--- config.mk ---
export PLATFORM = sky130hd
export DESIGN_NAME = thpi_cell
export DESIGN_NICKNAME = d
export VERILOG_FILES = /design/src/thpi_pkg.sv /design/src/thpi_cell.sv
export SDC_FILE = /design/constraint.sdc
export NUM_CORES = 1
export LEC_CHECK = 0
export ABC_AREA = 1
export BUFFER_PORTS_ARGS = -buffer_cell sky130_fd_sc_hd__clkbuf_2
export CORE_AREA = 2 2 229 231
export DETAILED_ROUTE_END_ITERATION = 16
export DIE_AREA = 0 0 231 233
export PLACE_DENSITY = 0.43
export SLEW_MARGIN = 5
export SYNTH_ARGS = -nofsm -noshare
export SYNTH_HDL_FRONTEND = slang
export SYNTH_SLANG_ARGS = --single-unit
--- constraint.sdc ---
create_clock -name clk -period 13.15 [get_ports clk]
set_clock_uncertainty 0.1 [all_clocks]
set_input_delay 1.315 -clock clk [delete_from_list [all_inputs] [get_ports clk]]
set_output_delay 1.315 -clock clk [all_outputs]
set_load 0.01 [all_outputs]
--- src/thpi_pkg.sv ---
// Package for the timed pose history interpolator.
// Holds the channel payload types, entry and cell control types, and codes.
// No dependencies.
`default_nettype none

package thpi_pkg;

	// Request codes
	localparam logic [1:0] REQ_PUSH   = 2'd0;
	localparam logic [1:0] REQ_LOOKUP = 2'd1;

	// Result status codes
	localparam logic [3:0] ST_INSERTED = 4'd0;
	localparam logic [3:0] ST_OOO      = 4'd1;
	localparam logic [3:0] ST_REPLACED = 4'd2;
	localparam logic [3:0] ST_IGNORED  = 4'd3;
	localparam logic [3:0] ST_ROLLBACK = 4'd4;
	localparam logic [3:0] ST_READY    = 4'd5;
	localparam logic [3:0] ST_EMPTY    = 4'd6;
	localparam logic [3:0] ST_TOO_OLD  = 4'd7;
	localparam logic [3:0] ST_FUTURE   = 4'd8;
	localparam logic [3:0] ST_CLEARED  = 4'd9;

	// Configuration register indexes
	localparam logic [1:0] CFG_WINDOW   = 2'd0;
	localparam logic [1:0] CFG_LIMIT    = 2'd1;
	localparam logic [1:0] CFG_ROLLBACK = 2'd2;

	// Smallest entry limit, and fewest entries before window pruning applies
	localparam int MIN_HELD = 2;

	// Flips signed stamps into order-preserving unsigned keys
	localparam logic [63:0] KEY_FLIP = 64'h8000_0000_0000_0000;

	// Cell operations
	typedef logic [2:0] thpi_op_t;
	localparam thpi_op_t OP_HOLD    = 3'd0;
	localparam thpi_op_t OP_INSERT  = 3'd1;
	localparam thpi_op_t OP_REPLACE = 3'd2;
	localparam thpi_op_t OP_SHIFT   = 3'd3;
	localparam thpi_op_t OP_LOAD0   = 3'd4;

	typedef struct packed {
		logic [1:0]         req_type;
		logic signed [63:0] event_stamp;
		logic signed [31:0] pose_x_in;
		logic signed [31:0] pose_y_in;
		logic signed [15:0] pose_yaw_in;
	} thpi_in_t;

	typedef struct packed {
		logic [3:0]         status;
		logic signed [31:0] pose_x_out;
		logic signed [31:0] pose_y_out;
		logic signed [15:0] pose_yaw_out;
		logic [6:0]         entry_count;
	} thpi_out_t;

	// One stored pose; key is the offset-binary stamp
	typedef struct packed {
		logic [63:0] key;
		logic [31:0] x;
		logic [31:0] y;
		logic [15:0] yaw;
	} thpi_entry_t;

	typedef struct packed {
		thpi_op_t    op;
		thpi_entry_t ent;
	} thpi_cell_ctl_t;

	typedef struct packed {
		logic ge;
		logic eq;
		logic bnd;
		logic in_use;
	} thpi_cell_st_t;

endpackage

`default_nettype wire

--- src/thpi_cell.sv ---
// One storage cell of the sorted pose chain.
// Compares its entry against the request key and shifts with its neighbors.
// Depends on thpi_pkg.
`default_nettype none

module thpi_cell #(
	parameter int IDX = 0,
	parameter int CW  = 7
) (
	input  wire logic                     clk,
	input  wire thpi_pkg::thpi_cell_ctl_t ctl,
	input  wire logic [CW-1:0]            count,
	input  wire thpi_pkg::thpi_entry_t    prev_ent,
	input  wire logic                     prev_ge,
	input  wire thpi_pkg::thpi_entry_t    next_ent,
	output thpi_pkg::thpi_entry_t         ent,
	output thpi_pkg::thpi_cell_st_t       st
);
	import thpi_pkg::*;

	localparam logic [CW-1:0] MY_IDX = CW'(IDX);

	thpi_entry_t ent_q;
	logic        in_use;
	logic        lt;

	// Position and ordering flags
	assign in_use    = MY_IDX < count;
	assign lt        = ent_q.key < ctl.ent.key;
	assign st.in_use = in_use;
	assign st.ge     = !in_use || !lt;
	assign st.eq     = in_use && (ent_q.key == ctl.ent.key);
	assign st.bnd    = st.ge && !prev_ge;
	assign ent       = ent_q;

	// Entry update
	always_ff @(posedge clk) begin
		case (ctl.op)
			OP_INSERT: begin
				if (st.bnd) begin
					ent_q <= ctl.ent;
				end else if (prev_ge) begin
					ent_q <= prev_ent;
				end
			end
			OP_REPLACE: begin
				if (st.eq) begin
					ent_q <= ctl.ent;
				end
			end
			OP_SHIFT: begin
				ent_q <= next_ent;
			end
			OP_LOAD0: begin
				if (IDX == 0) begin
					ent_q <= ctl.ent;
				end
			end
			default: begin
			end
		endcase
	end

endmodule

`default_nettype wire

==> impl_metrics.toml, run 1 <==
[timing]
grt_setup_unrepaired = "no"
max_freq_mhz = 182
layout_min_cycle_time_ns = 5.51
whs_ns = 1.10
setup-tns-final_ns = 0
tightestPinTransition_ns = 1.09
drv_slew = 0
final.period_utilization_pct = 41.9
hold_viol = 0
max-slew-margin-rel_pct = 26.9
setup_viol = 0

[setup_path]
cp_data_required_time_ns = 11.73
crit_top_cell = "nand2_1"
path_cells = "clkbuf_2, inv_1, ha_1, nand2_1, nor2_1, nand2_1, nor2_1, nand2_1, nor2_2, nand2_1, nand4_4, buf_4, clkbuf_2"
critPathMaxFanout = 66
slowest_delay_ns = 0.70
start_kind = "input pin"
worstSetupEndpointType = "primary output"
endpoint = "st[3]"
cp.arrival_ns = 4.09
cp-startpoint = "ctl[131]"
r2r_cells = 12
reg2reg_from = "ent[131]"
worst-setup-path-type = "input pin to primary output"
critPathSlowestCell = "buf_4"
rrSetupSlack_ns = 8.81
r2r-end = "ent[2]"

[clocking]
cts_hold_buf = 0
cts_tree = "done"
clk_latency_ns = 0.49
cts_max_path_buffers = 2
ctsResizeCount = 0
cts.sinks = 144
post_cts_buffers = 0
clk_pin_slew_ns = 0.06
numCtsBuffers = 17
root_buffer = "clkbuf_16"
cts_max_level = 4

[yosys]
synth_top_family_by_area = "simple AND/OR/NAND/NOR gates"
ys_seq_elements = 144
synth_area_leader_cell = "edfxtp_1"
netlist_area_mm2 = 0.0120
yosys-top-cells-area = "edfxtp_1, inv_1, nand3_1"
synthMuxAreaShare_pct = 0
synth_compound_area_share_pct = 9.16
yosys.area.top_type_share_pct = 36.0
synthXorXnorAreaFrac_pct = 0
synthCells = 1800
synth_adder_area_share_pct = 6.66
yosysWarnings = 0
synth_simple_gate_area_share_pct = 25.3
synth_cell_types = 25
syn_nets = 2308
ys_seq_area_share_pct = 36.0
avgSynthCellArea_um2 = 6.68

[cells_and_area]
largest_reg_flops = 144
drive_gt1_share_pct = 27.2
utilization_pct = 31.5
final_cells = 3024
final_common_cell = "clkbuf_2"
mostFrequentLayoutCells = "clkbuf_2, inv_1, nand2_1"
nets = 2836
area_delta_synth_final_pct = 33.8

[min_path]
hp-start = "prev_ent[65]"
worstHoldPathCells = 5
hold_path_class = "input pin to register"

[drt]
drt_pass1_iterations = 5
drt-initial-drc-count = 695
drtAntennaViolNets = 0
num_vias = 13300
vias_per_cell = 4.41
drc = 0
drt_wl_total_um = 51400
wl_per_cell_um = 17.0

[place]
dpl.hpwl_um = 38500
port_buffers = 591
dp.cells = 2989
gp_congestion = 0.888

[status]
status = "complete, no violations"

[job]
cap_violations = 0

[floorplan]
io_pins = 592
die_area_mm2 = 0.0538
die_h_um = 233
std_cell_rows = 83
die_w_um = 231
core_mm2 = 0.0511
start_util_pct = 23.5

[power]
power.total_mw = 1.61
power_density_mw_per_mm2 = 100
leakage_nw = 9.60
ir_drop_uv = 96.9

[grt]
grt_overflow = 0
grt_max_degree = 91
gr-usage-all-layers_pct = 18.9
grt_pass1_wl_um = 76700
grt_pass1_vias = 13200
antenna_found_initial = 8
[cell type report]
class	instances	area, um2
Timing Repair Buffer	603	3050
Clock inverter	10	88.8
Tap cell	680	851
Antenna cell	3	7.51
Inverter	613	2310
Multi-Input combinational cell	949	5000
Fill cell	5785	35000
Clock buffer	22	444
Sequential cell	144	4320
[power breakdown]
group          leakage, nW  total, mW  switching (mW)  internal [mW]
registers             1.41      0.608          0.0254          0.582
clock network        0.254      0.477           0.218          0.258
logic                 7.94      0.524           0.335          0.189
total                 9.60       1.61           0.578           1.03
[stage by stage]
stage,worst slack (ns),instance area (um2)
floorplan,6.94,12000
detailed placement,7.57,15500
CTS,7.56,16100
global route,7.35,16100
finish,7.64,16100
global placement,7.68,15500
[critical path, delay by kind of cell]
kind	cells	cell delay, ns
buffers and inverters	4	1.11
and+or+nand+nor	8	1.31
adders and majority gates	1	0.30
[worst min-delay path by stage]
stage / endpoint
final: ent[65]
after global routing: ent[79]
after CTS: ent[65]
after detailed placement: ent[96]
after global placement: ent[106]
after floorplan: ent[117]
[cells by family (layout without fill, tap and decap cells)]
group	count (synthesis)	count (layout)
AO/OA/AOI/OAI	180	180
adder cells (fa/ha/maj)	64	64
buffers and inverters	707	1248
flip-flops	144	144
other	0	3
AND/OR/NAND/NOR	705	705
[cells in the mapped netlist]
library cell and number:
a21boi_0 1, a21o_1 3, a21oi_1 23, a31oi_1 1, and3_1 1, buf_1 7
buf_2 29, buf_4 13, buf_6 1, clkbuf_1 44, clkinv_1 34, edfxtp_1 144
ha_1 64, inv_1 579, nand2_1 374, nand2_2 1, nand3_1 295, nand4_1 4
nand4_2 1, nor2_1 27, nor2_2 2, o21ai_0 5, o21ai_2 1, o21bai_1 2
o22ai_1 144
[layer usage]
layer	share of wire [%]	global-route usage (%)	wire length (um)	vias to the layer above
met2	49	31.5	24900	493
met4	2.7	6.83	1410	10
li1	-	-	-	6628
met1	41	22.5	20900	6110
met5	0.12	0	62	-
met3	7.9	6.36	4060	84
(Power assumes the default switching activity.)
==> run 2, diff against run 1 <==
- CORE_AREA: 2 2 229 231 -> 2 2 228 230
- DIE_AREA: 0 0 231 233 -> 0 0 230 232
- PLACE_DENSITY: 0.43 -> 0.45
- clock period: 13.15 -> 5 ns (I/O delays scaled with it)
==> impl_metrics.toml, run 2 (synthesis results as in run 1) <==
[status]
status = "complete, no violations"

[cells_and_area]
area_delta_synth_final_pct = 34.5
final_common_cell = "clkbuf_2"
largest_reg_flops = 144
mostFrequentLayoutCells = "clkbuf_2, inv_1, nand2_1"
drive_gt1_share_pct = 27.4
nets = 2839
num-fill-cells = 5691

[setup_path]
rrSetupSlack_ns = 1.52
cp.buffers_inverters = 2
r2r-end = "ent[132]"
slowest_delay_ns = 0.68
r2r_cells = 13
cp.arrival_ns = 3.34
path_cells = "ha_1, nand2_1, nor2_1, nand2_1, nor2_1, nand2_1, nor2_2, nand2_1, nand4_4, buf_4, clkbuf_2"
worstSetupEndpointType = "primary output"
worst-setup-path-type = "register to primary output"
critPathMaxFanout = 70
cp_data_required_time_ns = 4.40
path_delay_family = "simple AND/OR/NAND/NOR gates"
crit_top_cell = "nand2_1"
start_kind = "register"
critPathSlowestCell = "buf_4"
reg2reg_from = "ent[131]"

[timing]
tightestPinTransition_ns = 1.03
max-slew-margin-rel_pct = 31.4
drv_slew = 0
final.period_utilization_pct = 78.9
setup-tns-final_ns = 0
hold_viol = 0
setup_viol = 0
max_freq_mhz = 254
grt_setup_unrepaired = "no"
layout_min_cycle_time_ns = 3.94

[drt]
vias_per_cell = 4.35
drt_pass1_iterations = 5
num_vias = 13200
drt-initial-drc-count = 641
drtAntennaViolNets = 0
drt_wl_total_um = 50200
wl_per_cell_um = 16.6
drc = 0

[grt]
grtUsageMet1_pct = 22.4
use_met2_pct = 31.0
use_met3_pct = 5.44
grt_overflow = 0
grt_pass1_wl_um = 74900
grt_pass1_vias = 12900
antenna_found_initial = 3
gr-usage-all-layers_pct = 18.4
top_usage_layer = "met2"
grt_max_degree = 94

[min_path]
hold_end = "ent[25]"
hp-start = "prev_ent[25]"
worstHoldPathCells = 5
hold_path_class = "input pin to register"

[clocking]
post_cts_buffers = 0
ctsResizeCount = 0
cts_max_path_buffers = 2
clk_latency_ns = 0.48
clk_pin_slew_ns = 0.06
cts_tree = "done"
cts.sinks = 144
cts_max_level = 4
numCtsBuffers = 17
root_buffer = "clkbuf_16"
cts_hold_buf = 0

[power]
ir_drop_uv = 256
leakage_nw = 9.65
power.total_mw = 4.32
power_density_mw_per_mm2 = 268

[floorplan]
die_w_um = 230
die_area_mm2 = 0.0534
core_mm2 = 0.0509
io_pins = 592
die_h_um = 232
std_cell_rows = 83
start_util_pct = 23.6

[place]
dpl.hpwl_um = 37400
gp_congestion = 0.868
port_buffers = 591

[job]
cap_violations = 0
run 2: worst max path at each step:
stage / start / endpoint / slack, ns / depth (start not counted)
floorplan: ctl[143] / ent[0] / 0.18 / 14
global placement: ctl[119] / ent[132] / 1.21 / 15
detailed placement: ctl[119] / st[3] / 1.25 / 13
CTS: ent[119] / st[3] / 0.92 / 11
global route: ent[131] / st[3] / 0.73 / 11
finish: ent[131] / st[3] / 1.06 / 11
run 2: per-layer routing:
metal | share of wire [%] | up-vias
met5 | 0.046 | -
met4 | 2.1 | 4
met3 | 7.5 | 55
met2 | 49 | 460
met1 | 42 | 6014
li1 | - | 6636
run 2: metrics by stage:
| stage | hold WS [ns] | util (%) | cells | worst slack [ns] | cell area [um2] |
|---|---|---|---|---|---|
| after global routing | 0.276 | 31.7 | 3023 | 0.731 | 16200 |
| after global placement | 0.762 | 30.6 | 2992 | 1.21 | 15600 |
| after floorplan | 0.670 | - | 1800 | 0.181 | 12000 |
| after CTS | 0.234 | 31.7 | 3023 | 0.922 | 16200 |
| after detailed placement | 0.771 | 30.6 | 2992 | 1.25 | 15600 |
| final | 0.282 | 31.8 | 3024 | 1.06 | 16200 |
run 2: worst register-to-register path, cell delays in order, from the launching register on:
cell and delay (ns):
edfxtp_1 0.44, ha_1 0.32, nand2_1 0.07, nor2_1 0.17, nand2_1 0.12, nor2_1 0.18, nand2_1 0.12, nor2_2 0.18
nand2_1 0.12, nand4_4 0.16, buf_4 0.73, nand3_1 0.30, nand3_1 0.15, nand2_1 0.07
run 2: layout make-up:
type	count	area [um2]	area share, %
tap	680	851	5.27
sequential	144	4320	26.8
timing repair buffer	606	3100	19.2
clock buffer	19	433	2.68
antenna	1	2.50	0.0155
multi-input combinational	949	5000	30.9
clock inverter	12	143	0.883
inverter	613	2310	14.3
run 2: where the power goes:
part           leakage (nW)  switching (mW)  internal [mW]  total [mW]
clock                 0.282           0.567          0.774        1.34
combinational          7.96           0.877          0.504        1.38
sequential             1.41          0.0711           1.53        1.60
